<file path="src/rtl/lsvr_pkg.sv">
// Shared types and constants for the Loop subdivision vertex rules block.
package lsvr_pkg;

	// Field and accumulator widths
	localparam int LSVR_COORD_W = 32;
	localparam int LSVR_PSUM_W  = 34;
	localparam int LSVR_SSUM_W  = 40;
	localparam int LSVR_PCNT_W  = 2;
	localparam int LSVR_SCNT_W  = 9;
	// weight fields sized for the widest fraction (24 bits), a full weight of one and a sign
	localparam int LSVR_WGT_W   = 26;
	localparam int LSVR_ACC_W   = 68;
	localparam int LSVR_QDEPTH  = 4;

	// Weight table build constants (Q3.30)
	localparam longint LSVR_TWO_PI_Q30 = 64'sd6746518852;
	localparam longint LSVR_Q30_ONE    = 64'sd1073741824;

	typedef logic signed [LSVR_COORD_W-1:0] lsvr_coord_t;
	typedef logic signed [LSVR_PSUM_W-1:0]  lsvr_psum_t;
	typedef logic signed [LSVR_SSUM_W-1:0]  lsvr_ssum_t;
	typedef logic signed [LSVR_ACC_W-1:0]   lsvr_acc_t;

	localparam lsvr_acc_t LSVR_SAT_MAX = lsvr_acc_t'(64'sd2147483647);
	localparam lsvr_acc_t LSVR_SAT_MIN = lsvr_acc_t'(-64'sd2147483648);

	typedef enum logic [1:0] {
		ST_OK        = 2'd0,
		ST_VALENCE   = 2'd1,
		ST_MALFORMED = 2'd2
	} lsvr_status_t;

	// Rule picked for a finished group
	typedef enum logic [2:0] {
		OP_ZERO,
		OP_PASS,
		OP_BOUND,
		OP_INTERIOR,
		OP_MID,
		OP_ODD
	} lsvr_op_t;

	// Rounding shift picked by the back end
	typedef enum logic [1:0] {
		SH_0,
		SH_1,
		SH_3,
		SH_F
	} lsvr_shift_t;

	// One classified group, handed from front to back
	typedef struct packed {
		lsvr_op_t                      op;
		lsvr_status_t                  status;
		lsvr_psum_t  [2:0]             psum;
		lsvr_ssum_t  [2:0]             ssum;
		lsvr_coord_t [2:0]             first;
		lsvr_coord_t [2:0]             last;
		logic signed [LSVR_WGT_W-1:0]  w;
		logic signed [LSVR_WGT_W-1:0]  wc;
	} lsvr_job_t;

endpackage

</file>
<file path="src/rtl/lsvr_queue.sv">
// Short queue of classified groups between front and back ends.
module lsvr_queue import lsvr_pkg::*; (
	input  logic      clk,
	input  logic      arst_n,
	input  logic      push,
	input  lsvr_job_t push_job,
	output logic      full,
	input  logic      pop,
	output lsvr_job_t pop_job,
	output logic      empty
);

	localparam int PTR_W = $clog2(LSVR_QDEPTH);

	lsvr_job_t        mem_q [LSVR_QDEPTH];
	logic [PTR_W-1:0] wr_ptr_q;
	logic [PTR_W-1:0] rd_ptr_q;
	logic [PTR_W:0]   cnt_q;

	assign full    = cnt_q == (PTR_W + 1)'(LSVR_QDEPTH);
	assign empty   = cnt_q == '0;
	assign pop_job = mem_q[rd_ptr_q];

	// Pointers and fill count
	always_ff @(posedge clk or negedge arst_n) begin
		if (!arst_n) begin
			wr_ptr_q <= '0;
			rd_ptr_q <= '0;
			cnt_q    <= '0;
		end else begin
			if (push)
				wr_ptr_q <= wr_ptr_q + PTR_W'(1);
			if (pop)
				rd_ptr_q <= rd_ptr_q + PTR_W'(1);
			if (push && !pop)
				cnt_q <= cnt_q + (PTR_W + 1)'(1);
			else if (pop && !push)
				cnt_q <= cnt_q - (PTR_W + 1)'(1);
		end
	end

	// Storage
	always_ff @(posedge clk) begin
		if (push)
			mem_q[wr_ptr_q] <= push_job;
	end

endmodule

</file>
<file path="config.mk">
export PLATFORM = sky130hd
export DESIGN_NAME = lsvr_queue
export DESIGN_NICKNAME = d
export VERILOG_FILES = /design/src/rtl/lsvr_pkg.sv /design/src/rtl/lsvr_queue.sv
export SDC_FILE = /design/constraint.sdc
export NUM_CORES = 1
export LEC_CHECK = 0
export ABC_CLOCK_PERIOD_IN_PS = 15300
export BUFFER_PORTS_ARGS = -buffer_cell sky130_fd_sc_hd__buf_2
export CAP_MARGIN = 20
export CORE_AREA = 2 2 365 367
export CTS_BUF_LIST = sky130_fd_sc_hd__clkbuf_4 sky130_fd_sc_hd__clkbuf_8 sky130_fd_sc_hd__clkbuf_16
export DETAILED_ROUTE_END_ITERATION = 16
export DIE_AREA = 0 0 367 369
export GPL_ROUTABILITY_DRIVEN = 0
export MAX_ROUTING_LAYER = met4
export PLACE_DENSITY_LB_ADDON = 0.12
export SYNTH_ARGS = -nofsm -noshare
export SYNTH_HDL_FRONTEND = slang
export SYNTH_SLANG_ARGS = --single-unit
</file>
<file path="constraint.sdc">
create_clock -name clk -period 15.3 [get_ports clk]
set_input_delay 0.765 -clock clk [delete_from_list [all_inputs] [get_ports clk]]
set_output_delay 0.765 -clock clk [all_outputs]
set_load 0.02 [all_outputs]
</file>
---- After elaboration in Yosys (flattened, before gate mapping) ----
Memory sizes are Yosys's and may differ from the RTL's.
Cells that the tools add are included.
cells by class
  add/subtract/negate cells ............... 4
  eq/ne operators ......................... 1
  multiplexer cells ....................... 4
  reductions and logical operators ........ 6
operators with widths
  cell                                              number
  2-to-1 mux 3 bit                                  2
  adder 2 x 1 -> 2 bit, second input constant       2
  adder 3 x 1 -> 3 bit, second input constant       1
  == test 3 bit, second input constant              1
  zero test 3 bit                                   1
  subtractor 3 x 1 -> 3 bit, second input constant  1
  logical AND 1 bit                                 2
  zero test 1 bit                                   2
  2-to-1 mux 1 bit                                  2
  nonzero test 2 bit                                1
storage, ports and cells
  register bits after elaboration ......... 7
  bits in writable memories ............... 1,884
  input port bits ......................... 475
  memories kept ........................... 1
memories
  name   words  bits a word  rd ports  clocked after memory_dff  wr ports  RTL line          text
  mem_q  4      471          1         0                         1         lsvr_queue.sv:15  lsvr_job_t mem_q [LSVR_QDEPTH];

---- Depth between registers and ports, before layout ----
  depth after elaboration ................. 4
  gate-level depth with buffers ........... 7

---- Worst setup path after synthesis ----
OpenSTA, ideal clock, no wires.
  path type ............................... input to register
  start point ............................. in push
  end point ............................... mem mem_q[1][0] (netlist bit) (enable)
  setup time .............................. 894 ps
  arrival time ............................ 11,343 ps
  required time ........................... 14,406 ps
  path slack .............................. 3,063 ps
  stages .................................. 1
  path buffers ............................ 0
  cell sequence ........................... and2_1
on the way
  cells in the longest elaborated chain, start to end .. 2
ends and longest elaborated chain
  what                                    RTL line          text
  from (decl)                             lsvr_queue.sv:5   input logic push,
  2-to-1 mux 1 bit                        lsvr_queue.sv:44  if (push)
  2-to-1 mux 1 bit (not written as such)  lsvr_queue.sv:45  mem_q[wr_ptr_q] <= push_job;
  to (decl)                               lsvr_queue.sv:15
Every way passes these cells.

==> key figures <==
Synthesis
  – Yosys warnings: 0
  – Mapped Avg Cell Area: 28.15 µm²
  – Post-synthesis register bit count: 1891
  – Synth area leaders: edfxtp_1 81%, mux4_1 18%, buf_6 0.77%
  – Synth Instances: 2495
  – Syn Nets: 2976
  – Mapped Area: 70230 µm²
  – Dominant cell type by area after synthesis: edfxtp_1
  – Post-synth top area share: 80.55%
  – Synth cell types: 21
  – Sequential cell area fraction in the yosys report: 80.80%

Floorplan
  – Core ar.: 131100 µm²
  – Die width: 367 µm
  – Area of the die: 135400 µm²
  – Die Y: 369 µm
  – Starting Density: 53.56%
  – I/O Pins: 948
  – Num rows: 133

STA
  – Final period util: 40.59%
  – PnR worst setup slack: 9090 ps
  – Max-Slew Margin vs Limit: 27.03%
  – Tightest Pin Transition: 1095 ps
  – Hold Fails Final Rpt: 0
  – RSZ-0062 raised after global routing: false
  – Final Critical Period: 6210 ps
  – Clock Skew: 27.79 ps
  – Setup TNS: 0 ps
  – Max Fclk: 161.0 MHz
  – Final hold slack: 195.3 ps
  – Setup violators final: 0
  – Slew Viols, Final: 0

GRT
  – Vias in the first global route: 32250
  – First-pass GRT wire length: 222.5 mm
  – Grt ovf: 0
  – Initial antenna violation count: 94
  – Largest net degree at the start of global routing: 146
  – GRT Total Usage: 23.56%

Detailed routing
  – Vias: 31810
  – Drt total wl: 157.6 mm
  – 1st-iter DRT viols: 2909
  – Via-to-Cell Ratio: 5.744
  – DRC: 0
  – Drt pass-1 iters: 6
  – DRT antenna net count: 0
  – Wire per inst: 28.45 µm

CTS
  – CTS max path bufs: 3
  – PostCTS Resize Cnt: 0
  – TritonCTS clock tree: done
  – Post-CTS Setup Inserts: 0
  – H-Tree Depth: 4
  – Clock root cell: clkbuf_16
  – Clk slew on worst S/H paths: 60 ps
  – Num CTS Buffers: 185
  – Worst-skew pair later-pin latency: 780 ps
  – Clk sinks: 1891

Finish
  – Share of cells above drive strength 1: 34.62%
  – Sequential Area: 56760 µm²
  – Nets: 4041
  – Fillers: 8803
  – Area grow syn2layout: 18.00%
  – Area of the multi-input gates: 12580 µm²
  – Final core occ: 63.20%

Placed design
  – Number of port buffers: 947
  – DP HPWL: 101.4 mm
  – Pre-CTS setup slack: 9800 ps

Setup path
  – Crit path DAT: 5450 ps
  – CP Class: flip-flop to output port
  – WP data required: 14530 ps
  – R2R cell count: 7
  – Worst setup EP type: output port
  – Startpoint Class: flip-flop
  – Maximum fanout along the worst path: 58

Status
  – Run status: finished, final reports clean

Pwr
  – Pwr per Cell Area: 199.0 nW/µm²
  – Max VDD drop: 0.0002209 V
  – Leak: 29.38 nW
  – Total Power: 16.49 mW

Min path
  – Hold/Removal Path Class: primary input to flip-flop
  – WHS Path Cells: 1

Run
  – Max cap viols: 0
==> flip-flops by register name, summed over array words and instances (netlist names) <==
signal,cells
cnt_q,3
mem_q,1884
rd_ptr_q,2
wr_ptr_q,2
==> cells in the final DEF (no fill, tap or decap), types with 3 or more instances in the layout <==
master / instances
clkbuf_16: 190
buf_4: 27
mux4_1: 470
ha_1: 5
inv_6: 3
clkinv_2: 30
bufinv_16: 15
clkbuf_4: 45
xor2_1: 4
clkinvlp_4: 5
buf_2: 947
clkinv_1: 41
dfrtp_1: 5
and2_4: 4
edfxtp_1: 1884
inv_1: 4
buf_12: 8
diode_2: 77
==> critical path: stages (launching register included) <==
cell and delay (ps):
dfrtp_4 930, buf_4 780, buf_4 880, buf_4 780, mux4_1 720, buf_2 200
==> cell usage after synthesis <==
cell type     n
nor3b_1       1
buf_4         8
xnor2_1       2
nor2_1        1
buf_2        41
o21ai_0       1
edfxtp_1   1884
buf_6        48
nand2_1       2
mux4_1      470
fa_1          1
mux2_2        1
and2_1        4
clkbuf_1      4
inv_1         4
dfrtp_1       7
buf_8         5
nor3_1        1
mux4_2        1
ha_1          5
xor2_1        4
==> power by group <==
group          total, mW  leakage (nW)  switching, mW  internal, mW
combinational       5.09          9.00           3.27          1.82
clock               4.41          2.99           1.81          2.60
sequential          6.99          17.4          0.215          6.77
total               16.5          29.4           5.30          11.2
==> worst paths after layout <==
kind,startpoint,slack [ps],to
max in group asynchronous,arst_n,14760,rd_ptr_q[1]
worst max register to register,wr_ptr_q[1],10250,mem_q[1][234]
worst min register to register,cnt_q[2],520,cnt_q[2]
min in group asynchronous,arst_n,350,cnt_q[1]
worst min-delay path,push_job[52],200,mem_q[1][52]
worst max-delay path,rd_ptr_q[0],9090,pop_job[271]
==> repair_timing <==
item	4_1_cts	5_1_grt
hold buffers	1	0
endpoints found under the setup margin	0	0
hold endpoints to repair	7	0
==> cell type report <==
cell class / instances / share of cell area [%]
sequential: 1891 / 68.49
clock buffer: 235 / 6.145
multi-input combinational: 494 / 15.18
antenna: 77 / 0.2325
tap: 1755 / 2.650
clock inverter: 98 / 1.083
timing repair buffer: 984 / 6.202
inverter: 4 / 0.01812
==> metrics by stage <==
stage	instance area (µm²)	std cells
floorplan	70230	2495
global placement	76630	5125
detailed placement	76630	5125
CTS	82630	5459
global route	82790	5506
finish	82870	5538
==> logic make-up after synthesis <==
| kind of cell | Yosys count | share of synthesized area [%] |
|---|---|---|
| fa+ha+maj | 6 | 0.1176 |
| compound gates | 1 | 0.007119 |
| buf+inv | 110 | 1.297 |
| simple gates | 9 | 0.06947 |
| mux | 472 | 17.63 |
| flops | 1891 | 80.80 |
| xor+xnor | 6 | 0.07482 |
==> layer usage <==
| metal | global-route usage (%) | vias up | wire, µm |
|---|---|---|---|
| met4 | 7.992 | 0 | 5322 |
| li1 | - | 13650 | - |
| met5 | - | - | 0 |
| met3 | 7.906 | 328 | 13980 |
| met2 | 38.53 | 1180 | 80290 |
| met1 | 27.55 | 16650 | 57960 |
Note: power is estimated with default switching activity, not from simulation.
