[config.mk]
export PLATFORM = sky130hd
export DESIGN_NAME = lsvr_front_flat
export DESIGN_NICKNAME = d
export VERILOG_FILES = /design/src/rtl/lsvr_pkg.sv /design/src/rtl/lsvr_ifs.sv /design/src/rtl/lsvr_front.sv /design/src/flat_wrapper.sv
export SDC_FILE = /design/constraint.sdc
export NUM_CORES = 1
export LEC_CHECK = 0
export ABC_CLOCK_PERIOD_IN_PS = 32400
export BUFFER_PORTS_ARGS = -buffer_cell sky130_fd_sc_hd__buf_2
export CAP_MARGIN = 30
export CORE_MARGIN = 2
export CORE_UTILIZATION = 52
export CTS_CLUSTER_DIAMETER = 120
export DETAILED_ROUTE_END_ITERATION = 10
export PLACE_DENSITY = 0.79
export SETUP_SLACK_MARGIN = 0.02
export SYNTH_ARGS = -nofsm -noshare
export SYNTH_HDL_FRONTEND = slang
export SYNTH_SLANG_ARGS = --single-unit
[constraint.sdc]
create_clock -name clk -period 32.4 [get_ports clk]
set_clock_uncertainty 0.2 [all_clocks]
set_input_delay 6.48 -clock clk [delete_from_list [all_inputs] [get_ports clk]]
set_output_delay 6.48 -clock clk [all_outputs]
set_load 0.02 [all_outputs]
[src/rtl/lsvr_pkg.sv]
// Shared types and constants for the Loop subdivision vertex rules block.
package lsvr_pkg;

	// Field and accumulator widths
	localparam int LSVR_COORD_W = 32;
	localparam int LSVR_PSUM_W  = 34;
	localparam int LSVR_SSUM_W  = 40;
	localparam int LSVR_PCNT_W  = 2;
	localparam int LSVR_SCNT_W  = 9;
	// weight fields sized for the widest fraction (24 bits), a full weight of one and a sign
	localparam int LSVR_WGT_W   = 26;
	localparam int LSVR_ACC_W   = 68;
	localparam int LSVR_QDEPTH  = 4;

	// Weight table build constants (Q3.30)
	localparam longint LSVR_TWO_PI_Q30 = 64'sd6746518852;
	localparam longint LSVR_Q30_ONE    = 64'sd1073741824;

	typedef logic signed [LSVR_COORD_W-1:0] lsvr_coord_t;
	typedef logic signed [LSVR_PSUM_W-1:0]  lsvr_psum_t;
	typedef logic signed [LSVR_SSUM_W-1:0]  lsvr_ssum_t;
	typedef logic signed [LSVR_ACC_W-1:0]   lsvr_acc_t;

	localparam lsvr_acc_t LSVR_SAT_MAX = lsvr_acc_t'(64'sd2147483647);
	localparam lsvr_acc_t LSVR_SAT_MIN = lsvr_acc_t'(-64'sd2147483648);

	typedef enum logic [1:0] {
		ST_OK        = 2'd0,
		ST_VALENCE   = 2'd1,
		ST_MALFORMED = 2'd2
	} lsvr_status_t;

	// Rule picked for a finished group
	typedef enum logic [2:0] {
		OP_ZERO,
		OP_PASS,
		OP_BOUND,
		OP_INTERIOR,
		OP_MID,
		OP_ODD
	} lsvr_op_t;

	// Rounding shift picked by the back end
	typedef enum logic [1:0] {
		SH_0,
		SH_1,
		SH_3,
		SH_F
	} lsvr_shift_t;

	// One classified group, handed from front to back
	typedef struct packed {
		lsvr_op_t                      op;
		lsvr_status_t                  status;
		lsvr_psum_t  [2:0]             psum;
		lsvr_ssum_t  [2:0]             ssum;
		lsvr_coord_t [2:0]             first;
		lsvr_coord_t [2:0]             last;
		logic signed [LSVR_WGT_W-1:0]  w;
		logic signed [LSVR_WGT_W-1:0]  wc;
	} lsvr_job_t;

endpackage

[src/rtl/lsvr_ifs.sv]
// Point and vertex channel interfaces.
interface lsvr_in_if import lsvr_pkg::*; ();
	logic        valid;
	logic        ready;
	logic        mode;
	logic        role;
	logic        on_boundary;
	logic        group_end;
	lsvr_coord_t px;
	lsvr_coord_t py;
	lsvr_coord_t pz;

	modport source (output valid, mode, role, on_boundary, group_end, px, py, pz,
		input ready);
	modport sink (input valid, mode, role, on_boundary, group_end, px, py, pz,
		output ready);
endinterface


[src/rtl/lsvr_front.sv]
// Front end: accumulates group points and classifies each finished group.
module lsvr_front import lsvr_pkg::*; #(
	parameter int MAX_VALENCE      = 32,
	parameter int WEIGHT_FRAC_BITS = 16
) (
	input  logic      clk,
	input  logic      arst_n,
	lsvr_in_if.sink   point,
	input  logic      algo_sel,
	input  logic      q_full,
	output logic      q_push,
	output lsvr_job_t q_job
);

	localparam int IDX_W = $clog2(MAX_VALENCE + 1);
	localparam int NW_W  = IDX_W + WEIGHT_FRAC_BITS;

	// Valence weight table, built at elaboration
	logic [WEIGHT_FRAC_BITS-1:0] rom [MAX_VALENCE+1];

	genvar Vi;
	generate
		for (Vi = 0; Vi <= MAX_VALENCE; Vi++) begin : g_rom
			if (Vi <= 3) begin : g_low
				assign rom[Vi] = WEIGHT_FRAC_BITS'(3 << (WEIGHT_FRAC_BITS - 4));
			end else begin : g_cos
				localparam longint X   = LSVR_TWO_PI_Q30 / Vi;
				localparam longint X2  = (X * X) >> 30;
				localparam longint T1  = ((LSVR_Q30_ONE * X2) >> 30) / 2;
				localparam longint T2  = ((T1 * X2) >> 30) / 12;
				localparam longint T3  = ((T2 * X2) >> 30) / 30;
				localparam longint T4  = ((T3 * X2) >> 30) / 56;
				localparam longint T5  = ((T4 * X2) >> 30) / 90;
				localparam longint T6  = ((T5 * X2) >> 30) / 132;
				localparam longint T7  = ((T6 * X2) >> 30) / 182;
				localparam longint CR  = LSVR_Q30_ONE - T1 + T2 - T3 + T4 - T5 + T6 - T7;
				localparam longint C   = (CR < 0) ? 64'sd0 : CR;
				localparam longint B   = 64'sd402653184 + (C >> 2);
				localparam longint B2  = (B * B) >> 30;
				localparam longint A30 = (64'sd671088640 - B2) / Vi;
				localparam longint ENT = (A30 + (64'sd1 << (29 - WEIGHT_FRAC_BITS)))
					>> (30 - WEIGHT_FRAC_BITS);
				assign rom[Vi] = WEIGHT_FRAC_BITS'(ENT);
			end
		end
	endgenerate

	// Group state
	logic                   in_group_q;
	logic                   mode_q;
	logic                   bnd_q;
	logic [LSVR_PCNT_W-1:0] pcnt_q;
	logic [LSVR_SCNT_W-1:0] scnt_q;
	lsvr_psum_t             psum_q  [3];
	lsvr_ssum_t             ssum_q  [3];
	lsvr_coord_t            first_q [3];
	lsvr_coord_t            last_q  [3];

	logic                   accept;
	logic                   first_item;
	logic                   eff_mode;
	logic                   eff_bnd;
	logic [LSVR_PCNT_W-1:0] pcnt_b, pcnt_nx;
	logic [LSVR_SCNT_W-1:0] scnt_b, scnt_nx;
	lsvr_psum_t             psum_b  [3];
	lsvr_psum_t             psum_nx [3];
	lsvr_ssum_t             ssum_b  [3];
	lsvr_ssum_t             ssum_nx [3];
	lsvr_coord_t            first_b [3];
	lsvr_coord_t            first_nx[3];
	lsvr_coord_t            last_nx [3];
	lsvr_coord_t            pt      [3];

	logic                   over_val;
	logic [IDX_W-1:0]       w_idx;
	logic [WEIGHT_FRAC_BITS-1:0] w_rom;
	logic [NW_W-1:0]        nw;

	assign point.ready = !q_full;
	assign accept      = point.valid && point.ready;
	assign q_push      = accept && point.group_end;

	assign pt[0] = point.px;
	assign pt[1] = point.py;
	assign pt[2] = point.pz;

	// Next accumulator values for the current word
	always_comb begin
		first_item = !in_group_q;
		eff_mode   = first_item ? point.mode : mode_q;
		eff_bnd    = first_item ? point.on_boundary : bnd_q;
		pcnt_b     = first_item ? '0 : pcnt_q;
		scnt_b     = first_item ? '0 : scnt_q;
		for (int i = 0; i < 3; i++) begin
			psum_b[i]  = first_item ? '0 : psum_q[i];
			ssum_b[i]  = first_item ? '0 : ssum_q[i];
			first_b[i] = first_item ? '0 : first_q[i];
		end
		pcnt_nx = pcnt_b;
		scnt_nx = scnt_b;
		for (int i = 0; i < 3; i++) begin
			psum_nx[i]  = psum_b[i];
			ssum_nx[i]  = ssum_b[i];
			first_nx[i] = first_b[i];
			last_nx[i]  = first_item ? '0 : last_q[i];
		end
		if (!point.role) begin
			if (pcnt_b < LSVR_PCNT_W'(2)) begin
				for (int i = 0; i < 3; i++)
					psum_nx[i] = psum_b[i] + LSVR_PSUM_W'(pt[i]);
			end
			if (pcnt_b != LSVR_PCNT_W'(3))
				pcnt_nx = pcnt_b + LSVR_PCNT_W'(1);
		end else begin
			for (int i = 0; i < 3; i++) begin
				if (scnt_b == '0)
					first_nx[i] = pt[i];
				last_nx[i] = pt[i];
				if (scnt_b < LSVR_SCNT_W'(MAX_VALENCE))
					ssum_nx[i] = ssum_b[i] + LSVR_SSUM_W'(pt[i]);
			end
			if (scnt_b != {LSVR_SCNT_W{1'b1}})
				scnt_nx = scnt_b + LSVR_SCNT_W'(1);
		end
	end

	// Weight lookup and center weight
	always_comb begin
		over_val = scnt_nx > LSVR_SCNT_W'(MAX_VALENCE);
		w_idx    = over_val ? '0 : scnt_nx[IDX_W-1:0];
		w_rom    = rom[w_idx];
		nw       = w_idx * w_rom;
	end

	// Group classification
	always_comb begin
		q_job.status = ST_OK;
		q_job.op     = OP_ZERO;
		if (!eff_mode) begin
			if (pcnt_nx != LSVR_PCNT_W'(1))
				q_job.status = ST_MALFORMED;
			else if (!algo_sel)
				q_job.op = OP_PASS;
			else if (eff_bnd) begin
				if (scnt_nx == '0)
					q_job.status = ST_MALFORMED;
				else
					q_job.op = OP_BOUND;
			end else if (over_val)
				q_job.status = ST_VALENCE;
			else
				q_job.op = OP_INTERIOR;
		end else begin
			if (pcnt_nx != LSVR_PCNT_W'(2))
				q_job.status = ST_MALFORMED;
			else if (!algo_sel || eff_bnd)
				q_job.op = OP_MID;
			else if (scnt_nx != LSVR_SCNT_W'(2))
				q_job.status = ST_MALFORMED;
			else
				q_job.op = OP_ODD;
		end
		for (int i = 0; i < 3; i++) begin
			q_job.psum[i]  = psum_nx[i];
			q_job.ssum[i]  = ssum_nx[i];
			q_job.first[i] = first_nx[i];
			q_job.last[i]  = last_nx[i];
		end
		q_job.w  = LSVR_WGT_W'(w_rom);
		q_job.wc = LSVR_WGT_W'(1 << WEIGHT_FRAC_BITS) - LSVR_WGT_W'(nw);
	end

	// Group open flag
	always_ff @(posedge clk or negedge arst_n) begin
		if (!arst_n) begin
			in_group_q <= 1'b0;
		end else if (accept) begin
			in_group_q <= !point.group_end;
		end
	end

	// Accumulators
	always_ff @(posedge clk) begin
		if (accept) begin
			mode_q <= eff_mode;
			bnd_q  <= eff_bnd;
			pcnt_q <= pcnt_nx;
			scnt_q <= scnt_nx;
			for (int i = 0; i < 3; i++) begin
				psum_q[i]  <= psum_nx[i];
				ssum_q[i]  <= ssum_nx[i];
				first_q[i] <= first_nx[i];
				last_q[i]  <= last_nx[i];
			end
		end
	end

endmodule

[src/flat_wrapper.sv]
// flat-port wrapper written by rule: the top's interface ports become plain ports
module lsvr_front_flat import lsvr_pkg::*;
#(
	parameter int MAX_VALENCE      = 32,
	parameter int WEIGHT_FRAC_BITS = 16
)
  (clk, arst_n, algo_sel, q_full, q_push, q_job, point_valid, point_mode, point_role, point_on_boundary, point_group_end, point_px, point_py, point_pz, point_ready);
  lsvr_in_if point_i ();
  input  logic clk;
  input  logic arst_n;
  input  logic algo_sel;
  input  logic q_full;
  output logic q_push;
  output lsvr_job_t q_job;
  input wire logic [$bits(point_i.valid)-1:0] point_valid;
  input wire logic [$bits(point_i.mode)-1:0] point_mode;
  input wire logic [$bits(point_i.role)-1:0] point_role;
  input wire logic [$bits(point_i.on_boundary)-1:0] point_on_boundary;
  input wire logic [$bits(point_i.group_end)-1:0] point_group_end;
  input wire logic [$bits(point_i.px)-1:0] point_px;
  input wire logic [$bits(point_i.py)-1:0] point_py;
  input wire logic [$bits(point_i.pz)-1:0] point_pz;
  output wire logic [$bits(point_i.ready)-1:0] point_ready;
  assign point_i.valid = point_valid;
  assign point_i.mode = point_mode;
  assign point_i.role = point_role;
  assign point_i.on_boundary = point_on_boundary;
  assign point_i.group_end = point_group_end;
  assign point_i.px = point_px;
  assign point_i.py = point_py;
  assign point_i.pz = point_pz;
  assign point_ready = point_i.ready;
  lsvr_front #(.MAX_VALENCE(MAX_VALENCE), .WEIGHT_FRAC_BITS(WEIGHT_FRAC_BITS)) u_core (.clk(clk), .arst_n(arst_n), .point(point_i), .algo_sel(algo_sel), .q_full(q_full), .q_push(q_push), .q_job(q_job));
endmodule
# Word level (Yosys, flattened, before mapping)

Memory sizes are Yosys's and may differ from the RTL's.
Index checks and enable logic that the tools add are counted.

Memories: 5
Output and inout port bits: 473
Register bits: 14
Word-level logic and storage cells: 90
Bits in writable memories: 414
ROM bits: 1024

Add/subtract/negate cells: 9
Reductions and logical operators: 8
Muxes and demuxes: 52
$lt $le $gt $ge: 4
Bitwise logic cells: 1
$mul: 1
Equality and inequality tests: 5

Memory list:

| name             | words | bits a word | rd ports | clocked after Yosys merged registers in | write ports | RTL line          | source |
|---|---|---|---|---|---|---|---|
| (name not given) | 64    | 16          | 1        | 0                                       | 0           | lsvr_front.sv:131 | `w_rom = rom[w_idx];` |
| u_core.ssum_q    | 3     | 40          | 3        | 0                                       | 3           | lsvr_front.sv:55  | `lsvr_ssum_t ssum_q [3];` |
| u_core.psum_q    | 3     | 34          | 3        | 0                                       | 3           | lsvr_front.sv:54  | `lsvr_psum_t psum_q [3];` |
| u_core.first_q   | 3     | 32          | 3        | 0                                       | 3           | lsvr_front.sv:56  | `lsvr_coord_t first_q [3];` |
| u_core.last_q    | 3     | 32          | 3        | 0                                       | 3           | lsvr_front.sv:57  | `lsvr_coord_t last_q [3];` |

Operators with widths:

| operator                                                                     | number |
|---|---|
| 32-bit 2-to-1 mux                                                            | 9 |
| 40-bit 2-to-1 mux                                                            | 6 |
| 102-bit 2-to-1 mux                                                           | 2 |
| 96-bit 2-to-1 mux                                                            | 2 |
| 40-bit by 32-bit adder with 40-bit output                                    | 3 |
| 120-bit 2-to-1 mux                                                           | 1 |
| 34-bit by 32-bit adder with 34-bit output                                    | 3 |
| 34-bit 2-to-1 mux                                                            | 3 |
| 16-bit 2-to-1 mux                                                            | 2 |
| 9-bit 2-to-1 mux                                                             | 3 |
| 17-bit by 22-bit subtractor with 23-bit output, first input constant         | 1 |
| 6-bit by 16-bit multiplier with 22-bit output                                | 1 |
| 2-bit 2-to-1 mux                                                             | 11 |
| 9-bit zero test                                                              | 2 |
| 3-bit 2-to-1 mux                                                             | 5 |
| 9-bit by 1-bit adder with 9-bit output, second input constant                | 1 |
| 9-bit by 6-bit > comparator with 1-bit output, second input constant         | 1 |
| 9-bit by 6-bit less-than comparator with 1-bit output, second input constant | 1 |
| 9-bit by 2-bit != test with 1-bit output, second input constant              | 1 |
| 9-bit != test, second input constant                                         | 1 |
| 7-bit greater-or-equal comparator, second input constant                     | 1 |
| 6-bit inverter with 7-bit output                                             | 1 |
| 6-bit 2-to-1 mux                                                             | 1 |
| 1-bit 2-to-1 mux                                                             | 5 |
| other kinds (9)                                                              | 13 |

# Depth between registers and ports, before layout

Gate-level depths: netlist of run 1.

Depth after elaboration: 12
Mapped depth: 38
Gate-level depth less buffers: 33

# Worst setup path after synthesis of run 1

No wires, ideal clock.

Path type: input port to output port
Start: input port q_full
End: output port q_push
Path slack: -1.312 ns
Arrival: 27.032 ns
Cell stages on the path: 2
Path buffers: 0
Cells stage by stage: nor2b_1 > and2_1

Cells in the longest elaborated chain, start to end: 3

Ends and longest elaborated chain:

| element           | RTL line           | source |
|---|---|---|
| start, declared   | flat_wrapper.sv:12 | `input logic q_full;` |
| 1-bit zero test   | lsvr_front.sv:79   | `assign point.ready = !q_full;` |
| 1-bit logical AND | lsvr_front.sv:80   | `assign accept = point.valid && point.ready;` |
| 1-bit logical AND | lsvr_front.sv:81   | `assign q_push = accept && point.group_end;` |
| end, declared     | flat_wrapper.sv:13 | `output logic q_push;` |

Every way passes these cells.

==> results.md, run 1 <==
- Cells fill approximately three fifths of the core in the end.
- The final count of hold timing violations was 0.
- The overall power is 0.00221 W.
- The most frequently used flop master after synthesis is sky130_fd_sc_hd__edfxtp_1.
- In this run the worst path has a maximum fanout of 60.
- In this run the tool buffered the top-level ports with approximately 570 buffer cells.
- The number of non-filler instances in the completed layout is 4975.
- TritonCTS created 50 clock buffers.
- The sequential share of power is a little over 30%.
- The summed negative setup slack over all endpoints is 0 ns.
- At the worst endpoint, the arrival time is around 16 ns.
- The kind of launch point of the worst setup path is a primary input.
- The worst register-to-register path has a depth of 16.
- The wire length per cell is 20.0 um.
- After synthesis, the share of cell area in mux cells is 0.739%.
- After synthesis, the netlist uses 85 different library cells.
- The synthesized netlist devotes approximately 13% of its cell area to adder and majority cells.
- The TritonCTS sink count is 428.
- After routing the design area is about 39000 um2.
- The worst setup path startpoint is point_role.
- The floorplan step defined a die boundary enclosing approximately 67000 um2.
- Sequential cells were found to cover 38.3% of the synthesized design area.
- Combinational logic burns 42.5% of the power.
- Summing all placed instances gives a cell area of approximately 37000 um2.
- The number of storage elements in the synthesis netlist is ~430.
- The final-report max-slew violation count was 0.
- The number of enable-type register cells in the synthesized netlist is 427.
- The run finished with clean final reports.
- Global routing finished with a remaining overflow of 0.
- The count of vias placed by the detailed router is around 30000.
- Across the VDD grid, the largest voltage drop is 62.3 uV.
- The count of unresolved DRC violations after routing is 0.
- The final estimated routing congestion in global placement is 0.906.
- Setup repair after global routing left no endpoint under its margin.
- The die is 258 um wide.
- Counting tap cells, the placed design contains a total of 4886 instances.
- The worst-case headroom to the max-slew limit is 31.1%.
- The clock tree from TritonCTS is done.
- The leakage power total is 16.7 nW.
- 578 I/O pins were placed.
- Summed over all layers, the routed wires come to 99300 um.
- After synthesis the cells add up to 33500 um2.
- The number of placement rows is 93.
- The number of iterations in the first detailed-routing pass is 5.
- The classification of the worst-slack hold path is reg2reg.
- The clock network burns 26.7% of the power.
- The residual antenna-violating net count after detailed routing is 0.
- The number of hold-repair buffers added at the cts stage is 0.
- The complex-gate fraction of the synthesized area is approximately 22%.
- The number of global-route vias before repair is 27700.
- In this run the deepest clock path goes through 3 buffers.
- The actual transition at the worst max-transition pin is 1.03 ns.
- The estimated wirelength of the detail-placed design is 72600 um.
- For the worst-skew pair, the clock arrives at the later sink with an insertion delay of approximately 0.6 ns.
- In this run the critical register-to-register path is captured at u_core.ssum_q[0][74].
- The number of warnings reported in the yosys synthesis log is 0.
- In this run the clock root is driven by a sky130_fd_sc_hd__clkbuf_16.
- After detailed routing, the number of vias per cell comes to 5.95.
- The die boundary height is between 200 and 300 um.
- The post-synthesis average cell area is between 9 and 10 um2.
- In this run the power density over the cells is 57.1 nW/um2.
- The worst setup path is captured at an output pin.
- The synthesized netlist devotes 17.1% of its cell area to simple gates.
- The worst setup path is of the in2out kind.
- The layout cell share with drive strength beyond 1 is between 15 and 20%.
- The commonest non-fill, non-tap cell in the layout is sky130_fd_sc_hd__buf_2.
- The critical path capture point is q_job[20].
- The required time of the critical path is 25.72 ns.
- The total area inside the core boundary comes to 64100 um2.
- The number of antenna violations at the first check in global routing was 0.
- The switching component of the power is between 0.0008 and 0.0009 W.
- Summing the areas of all xor and xnor instances in the mapped netlist gives 4.60% of the synthesized area.
- For this run, the slowest stage of the critical path takes 0.74 ns.
- The final net count is 4516.
- In this run the critical register-to-register path is launched from u_core.in_group_q.
- The combinational family with the most area after synthesis is compound AO/OA/AOI/OAI gates.
- The library cells used most frequently in the layout, excluding fill and tap cells, are sky130_fd_sc_hd__buf_2, sky130_fd_sc_hd__nand2_1, sky130_fd_sc_hd__edfxtp_1, sky130_fd_sc_hd__o21ai_0, sky130_fd_sc_hd__ha_1.
- The number of antenna diodes in the final layout is 0.
- Across all register-to-register paths, the minimum setup slack is 26.29 ns.
- The number of failing setup endpoints in the final timing report is 0.
- The worst path in the final design needs a cycle of 22.40 ns, including I/O delays and setup.
- The switching power share of the total is between 30% and 40%.
- The first global-routing pass estimated 155000 um of wire.
- The pin count of the biggest net entering global routing is 160.
- The post-CTS clock slew at the launch and capture registers of the worst setup and hold paths is 0.06 ns.
- Based on the critical path, the design can be clocked at up to 44.6 MHz.
- Max-cap violations in this run came to 0.
- The final critical path takes up between 60% and 70% of the cycle.
- The master of the slowest instance on the critical path is sky130_fd_sc_hd__buf_4.
- The instance count of the mapped netlist is 3592.
- The violation count after the first detailed-routing iteration is 2488.
- The internal power of the cells is 0.00135 W.
- After clock tree synthesis, the repair step resized 0 gates.
- For this configuration, the core starts out at a cell density of 52.3%.
- The area growth from synthesis to final layout is 15.7%.
- The count of H-tree levels built during CTS is 2.
- The share of async-settable or async-resettable flops after synthesis is 0.234%.
- Global routing used 28.9% of the available tracks.
- Post-CTS timing repair inserted 0 buffers for setup.
[how the worst min path moves through the flow]
stage                     depth (start not counted)            startpoint              endpoint
after floorplan                                   1         u_core.mode_q         u_core.mode_q
after global placement                            2  u_core.last_q[0][63]  u_core.last_q[0][63]
after detailed placement                          1  u_core.last_q[0][53]  u_core.last_q[0][53]
after CTS                                         1  u_core.last_q[0][14]  u_core.last_q[0][14]
after global routing                              1  u_core.last_q[0][10]  u_core.last_q[0][10]
final                                             1  u_core.last_q[0][14]  u_core.last_q[0][14]
[registers in the layout (all words and copies together), names as in the netlist, 2 cells and up]
name	cells
u_core.ssum_q	120
u_core.scnt_q	9
u_core.psum_q	102
u_core.first_q	96
u_core.pcnt_q	2
u_core.last_q	96
[worst max-delay path, delay by kind of cell]
kind	cells	cell delay, ns
adder cells (fa/ha/maj)	6	2.68
XOR/XNOR	1	0.14
AND/OR/NAND/NOR	7	2.15
buffers and inverters	3	1.34
AO/OA/AOI/OAI	12	2.88
[routing by layer]
layer	part of all wire [%]	vias to the layer above	GRT usage [%]
li1	-	14100	-
met1	43	14100	39.2
met4	3.8	0	10.8
met2	46	1190	47.0
met5	0	-	0
met3	7.3	188	4.39
[synth_stat cells, drive strengths merged (14+ instances only)]
| cell type | n | area share (%) |
|---|---|---|
| a21o | 97 | 2.2 |
| inv | 155 | 1.7 |
| a211oi | 37 | 0.84 |
| fa | 55 | 3.3 |
| o21a | 36 | 0.83 |
| nor2b | 23 | 0.45 |
| nand4 | 16 | 0.30 |
| and2 | 238 | 4.4 |
| o21ai | 358 | 5.3 |
| nor3 | 43 | 0.68 |
| clkbuf | 136 | 1.5 |
| nand2 | 508 | 5.7 |
| o21bai | 27 | 0.60 |
| and3 | 30 | 0.56 |
| xnor2 | 111 | 2.9 |
| ha | 272 | 10 |
| nor2 | 169 | 1.9 |
| o211ai | 23 | 0.52 |
| nand3 | 53 | 0.82 |
| or3 | 18 | 0.34 |
| a31oi | 30 | 0.58 |
| a22o | 147 | 3.8 |
| a21oi | 203 | 3.0 |
| or2 | 14 | 0.26 |
| edfxtp | 427 | 38 |
| xor2 | 65 | 1.7 |
| buf | 36 | 0.60 |
| nand2b | 36 | 0.67 |
| o31ai | 30 | 0.67 |
[kinds of logic after synthesis]
family	after synthesis
AOI/OAI and AO/OA	1118
xor gates and xnor gates	176
adders and majority gates	327
buffers and inverters	328
DFF	428
muxes	23
other	2
and+or+nand+nor	1190
[per-stage QoR]
step | hold WS [ns] | setup slack [ns]
finish | 0.364 | 10.00
global route | 0.374 | 9.38
CTS | 0.367 | 10.06
detailed placement | 0.348 | 10.08
global placement | 0.345 | 10.18
floorplan | 0.351 | 7.47
[area by class of cell]
class / instances / area (um2)
clock inverters: 24 / 343
inverters: 156 / 586
well taps: 855 / 1070
flip-flops and latches: 428 / 12900
fillers: 5459 / 25300
clock buffers: 64 / 1330
repair buffers: 588 / 3080
multi-input cells: 2860 / 19500
[power groups by stage]
stage	Sequential, W	Combinational [W]	Clock, W
2_1_floorplan	0.000696	0.000660	0
4_1_cts	0.000682	0.000936	0.000601
3_3_place_gp	0.000691	0.000917	0
5_1_grt	0.000685	0.00102	0.000618
3_5_place_dp	0.000693	0.000929	0
6_report	0.000682	0.000940	0.000591
No activity file was read; power rests on OpenSTA's default activity.
==> run 2, diff against run 1 <==
--- a/config.mk
+++ b/config.mk
@@ -5,14 +5,15 @@
 export SDC_FILE = /design/constraint.sdc
 export NUM_CORES = 1
 export LEC_CHECK = 0
-export ABC_CLOCK_PERIOD_IN_PS = 32400
+export ABC_AREA = 1
+export ABC_CLOCK_PERIOD_IN_PS = 19620
 export BUFFER_PORTS_ARGS = -buffer_cell sky130_fd_sc_hd__buf_2
 export CAP_MARGIN = 30
 export CORE_MARGIN = 2
 export CORE_UTILIZATION = 52
 export CTS_CLUSTER_DIAMETER = 120
 export DETAILED_ROUTE_END_ITERATION = 10
-export PLACE_DENSITY = 0.79
+export PLACE_DENSITY = 0.78
 export SETUP_SLACK_MARGIN = 0.02
 export SYNTH_ARGS = -nofsm -noshare
 export SYNTH_HDL_FRONTEND = slang
==> constraint.sdc (replaced) <==
create_clock -name clk -period 19.62 [get_ports clk]
set_clock_uncertainty 0.2 [all_clocks]
set_input_delay 3.924 -clock clk [delete_from_list [all_inputs] [get_ports clk]]
set_output_delay 3.924 -clock clk [all_outputs]
set_load 0.02 [all_outputs]
==> run 2 against run 1 <==
  * Setup slack got worse by 6.0 ns
  * Cell count increased by 30%
  * Critical endpoint is now q_job[17]
  * Register-to-register slack got worse by 13 ns
  * Combinational power increased by 64%
  * Sequential cell count unchanged
  * Critical path type unchanged
  * Clock power increased by 69%
  * Highest routed layer is now met5
  * First-iteration DRC count increased by 21%
==> results.md, run 2 <==
- The synthesized area was 36800 um2 (+9.7%).
- The final net count is 5900 (+31%).
- The summed negative setup slack over all endpoints is 0 ns (unchanged).
- The worst setup path is launched from a primary input.
- The instance count of the mapped netlist came to 4973 (+38%).
- The number of storage elements in the synthesis netlist is 428 (unchanged).
- The count of vias placed by the detailed router came to 36100 (+22%).
- The master of the slowest instance on the critical path is sky130_fd_sc_hd__buf_2.
- The TritonCTS sink count came to 428 (unchanged).
- The number of failing setup endpoints in the final timing report is 0 (unchanged).
- The register with the most flip-flops in the final layout is u_core.ssum_q.
- The final-report max-slew violation count is 0 (unchanged).
- The number of fillers in the final layout is 6552 (+20%).
- The total wire length is 120000 um (+20%).
- The largest registers in the layout are u_core.ssum_q: 120 flops, u_core.psum_q: 102 flops.
- The category of the most critical setup path is in2out.
- The number of placed cells counting well taps was 6355 (+30%).
- The worst-case vdd ir drop is 75.3 uV (+21%).
- The pin count of the biggest net entering global routing is 195 (+22%).
- CTS placed an instance of sky130_fd_sc_hd__clkbuf_16 at the clock tree root.
- The number of gates given a new drive strength after cts was 0 (unchanged).
- The wire length of the first global-routing pass was 187000 um (+21%).
- By count the netlist is led by sky130_fd_sc_hd__nand2_1, sky130_fd_sc_hd__inv_1, sky130_fd_sc_hd__o21ai_0.
- The residual antenna-violating net count after detailed routing came to 0 (unchanged).
- On the critical path the largest part of the delay comes from simple AND/OR/NAND/NOR gates.
- The count of pins on the block boundary was 578 (unchanged).
- The actual transition at the worst max-transition pin is 1.03 ns (-0.00242 ns).
- The tightest min-delay check is of the reg2reg type.
- The number of non-filler instances in the completed layout is 6451 (+30%).
- The area of the core region is 70000 um2 (+9.2%).
- Leaving out fill and tap cells, the most frequent cells in the layout are sky130_fd_sc_hd__nand2_1, sky130_fd_sc_hd__inv_1, sky130_fd_sc_hd__buf_2, sky130_fd_sc_hd__o21ai_0, sky130_fd_sc_hd__edfxtp_1.
- The remaining global-route overflow is 0 (unchanged).
- The clock tree from TritonCTS is done.
- The part of the power in combinational logic is 42.0% (-0.5 points).
- The initial core utilization came to 52.5% (+0.23 points).
- The most frequently used flop master after synthesis is sky130_fd_sc_hd__edfxtp_1.
- The clock latency of the later-clocked register in the worst-skew pair came to 0.63 ns (+0.02 ns).
- The buffers inserted during post-CTS setup optimization was 0 (unchanged).
- The number of max-cap violations is 0 (unchanged).
- The proportion of netlist area held by the largest area contributor came to 34.9% (-3.4 points).
- The number of library cell types mapped by synthesis is 59 (-31%).
- The combined global-route utilization of all metal layers is 31.8% (+2.9 points).
- The critical-path maximum fanout is 34 (-43%).
- The port buffer count is 565 (unchanged).
- The number of antenna violations at the first check in global routing was 5 (+5).
- The sequential share of power came to 30.5% (-0.3 points).
- In this design, the critical path's most frequently occurring cell is sky130_fd_sc_hd__nand2_1.
- After layout, the worst path uses 79.5% of the clock period.
- The sum of buffers and inverters on the critical path is 4 (+1).
- The leakage power total is 20.8 nW (+24%).
- The slack of the worst reg-to-reg path is 13.17 ns (-13.12 ns).
- The internal power of the cells was 0.00215 W (+59%).
- The kind of end point of the critical path is an output pin.
- The number of flip-flops in the largest register is 120 (unchanged).
- The estimated wirelength of the detail-placed design is 92400 um (+27%).
- The share of synthesized area occupied by flip-flops and latches is 34.9% (-3.4 points).
- The final estimated routing congestion in global placement is 0.996 (+9.9%).
- The violation count after the first detailed-routing iteration is 3021 (+21%).
- The clock period could shrink to 15.60 ns.
- Setup repair after global routing left no endpoint under its margin.
- The number of placement rows is 97 (+4.3%).
- By area the synthesized netlist is led by sky130_fd_sc_hd__edfxtp_1, sky130_fd_sc_hd__nand2_1, sky130_fd_sc_hd__ha_1.
- Compared with the post-synthesis result, the final layout area differs by 14.6%.
- The number of enable-type register cells in the synthesized netlist came to 427 (unchanged).
- The worst-case headroom to the max-slew limit is 29.5% (-1.6 points).
- The cell taking the most area after synthesis is sky130_fd_sc_hd__edfxtp_1.
- The post-CTS clock slew at the launch and capture registers of the worst setup and hold paths is 0.06 ns (about the same).
- The floorplan die width was 270 um (+4.7%).
- The switching power share of the total came to 41.2% (+2.4 points).
- The number of global-route vias before repair is 34000 (+23%).
- The die boundary height is 270 um (+4.7%).
- The share of async-settable or async-resettable flops after synthesis is 0.234% (unchanged).
- The flow ran to the end, and the final reports show no timing, DRC or antenna violations.
- The delay of the slowest cell on the worst path was 0.71 ns (-0.03 ns).
- The most repeated cell in the gate-level netlist after synthesis is sky130_fd_sc_hd__nand2_1.
- The post-synthesis average cell area is 7.40 um2 (-21%).
- The required time of the critical path is 15.50 ns (-10.22 ns).
- The via density per instance was 5.60 (-5.9%).
- The count of H-tree levels built during CTS was 2 (unchanged).
- The number of warnings reported in the yosys synthesis log is 0 (unchanged).
- The number of buffers created by CTS is 51 (+2.0%).
- Timing would allow up to 64.1 MHz.
- The number of hold-repair buffers added at the cts stage came to 0 (unchanged).
- The portion of total power attributed to the clock network is 27.5% (+0.8 points).
- The total power per unit cell area was 86.7 nW/um2 (+52%).
- The wire length per cell came to 18.5 um (-7.2%).
- The layout cell share with drive strength beyond 1 came to 13.7% (-3.7 points).
- The switching component of the power came to 0.00151 W (+75%).
- The arrival time at the worst endpoint is 11.47 ns (-4.25 ns).
- The commonest non-fill, non-tap cell in the layout is sky130_fd_sc_hd__nand2_1.
- The count of unresolved DRC violations after routing is 0 (unchanged).
- The number of iterations in the first detailed-routing pass is 6 (+1).
- The full die area is 72900 um2 (+9.6%).
- The final count of hold timing violations was 0 (unchanged).
- The maximum clock insertion buffer count was 3 (unchanged).
## run 2: cell types whose count changed in the layout (fill, tap and decap cells not counted), moves of 62 or more
cell / change
sky130_fd_sc_hd__and2_1: -236
sky130_fd_sc_hd__a21oi_1: +102
sky130_fd_sc_hd__xnor2_1: -71
sky130_fd_sc_hd__a22o_1: -147
sky130_fd_sc_hd__nand2_1: +559
sky130_fd_sc_hd__inv_1: +626
sky130_fd_sc_hd__nor2_1: +223
sky130_fd_sc_hd__nand3_1: +342
sky130_fd_sc_hd__a21o_1: -62
sky130_fd_sc_hd__o21ai_0: +211
## run 2: final cells by class
cell class	instances	area [um2]	share of cell area [%]
Clock buffer	58	1300	3.09
Clock inverter	37	443	1.05
Antenna cell	1	2.50	0.00594
Timing Repair Buffer	586	3040	7.22
Multi-Input combinational cell	3604	20300	48.2
Inverter	797	3010	7.14
Sequential cell	428	12900	30.5
Tap cell	940	1180	2.79
## run 2: through the flow
stage / hold WS [ns] / util (%) / total power (W) / setup slack, ns / instance area, um2
final: 0.395 / 60.2 / 0.00366 / 4.02 / 42100
after global routing: 0.416 / 60.2 / 0.00386 / 3.37 / 42100
after CTS: 0.398 / 60.2 / 0.00365 / 4.16 / 42100
after detailed placement: 0.380 / 57.7 / 0.00264 / 4.22 / 40400
after global placement: 0.376 / 57.6 / 0.00263 / 4.20 / 40300
after floorplan: 0.354 / - / 0.00220 / 5.89 / 36900
## run 2: cell families after synthesis
group | count (synthesis) | synth area share, %
other | 2 | 0.0204
xor gates and xnor gates | 103 | 2.45
and+or+nand+nor | 2048 | 23.9
adders and majority gates | 327 | 12.2
AOI/OAI and AO/OA | 1100 | 16.3
buffers and inverters | 965 | 10.1
DFF | 428 | 34.9
## run 2: path summary, 6_finish.rpt
kind	from	depth (start not counted)	to
worst min-delay path	u_core.first_q[0][21]	2	u_core.first_q[0][21]
worst max-delay path	point_role	31	q_job[17]
min in group asynchronous	arst_n	1	u_core.in_group_q
max in group asynchronous	arst_n	1	u_core.in_group_q
worst min register to register	u_core.first_q[0][21]	2	u_core.first_q[0][21]
worst max register to register	u_core.in_group_q	11	u_core.ssum_q[0][29]
## run 2: layer usage
metal  vias up  global-route usage [%]  wire, um
met4         6                    9.36      3550
met5         -                       0        43
li1      17700                       -         -
met1     16800                    43.0     51300
met3       222                    5.52      9980
met2      1381                    52.3     54600
## run 2: power groups by stage
stage / logic [W] / registers [W] / clock network, W
detailed placement: 0.00151 / 0.00113 / 0
finish: 0.00154 / 0.00112 / 0.00100
global placement: 0.00150 / 0.00113 / 0
CTS: 0.00152 / 0.00112 / 0.00102
global route: 0.00169 / 0.00112 / 0.00104
floorplan: 0.00106 / 0.00114 / 0
## run 2: tightest hold or removal path, cell delays in order, from the launching register on
cell and delay (ns):
sky130_fd_sc_hd__edfxtp_1 0.32, sky130_fd_sc_hd__nand3_1 0.07, sky130_fd_sc_hd__o21ai_0 0.09
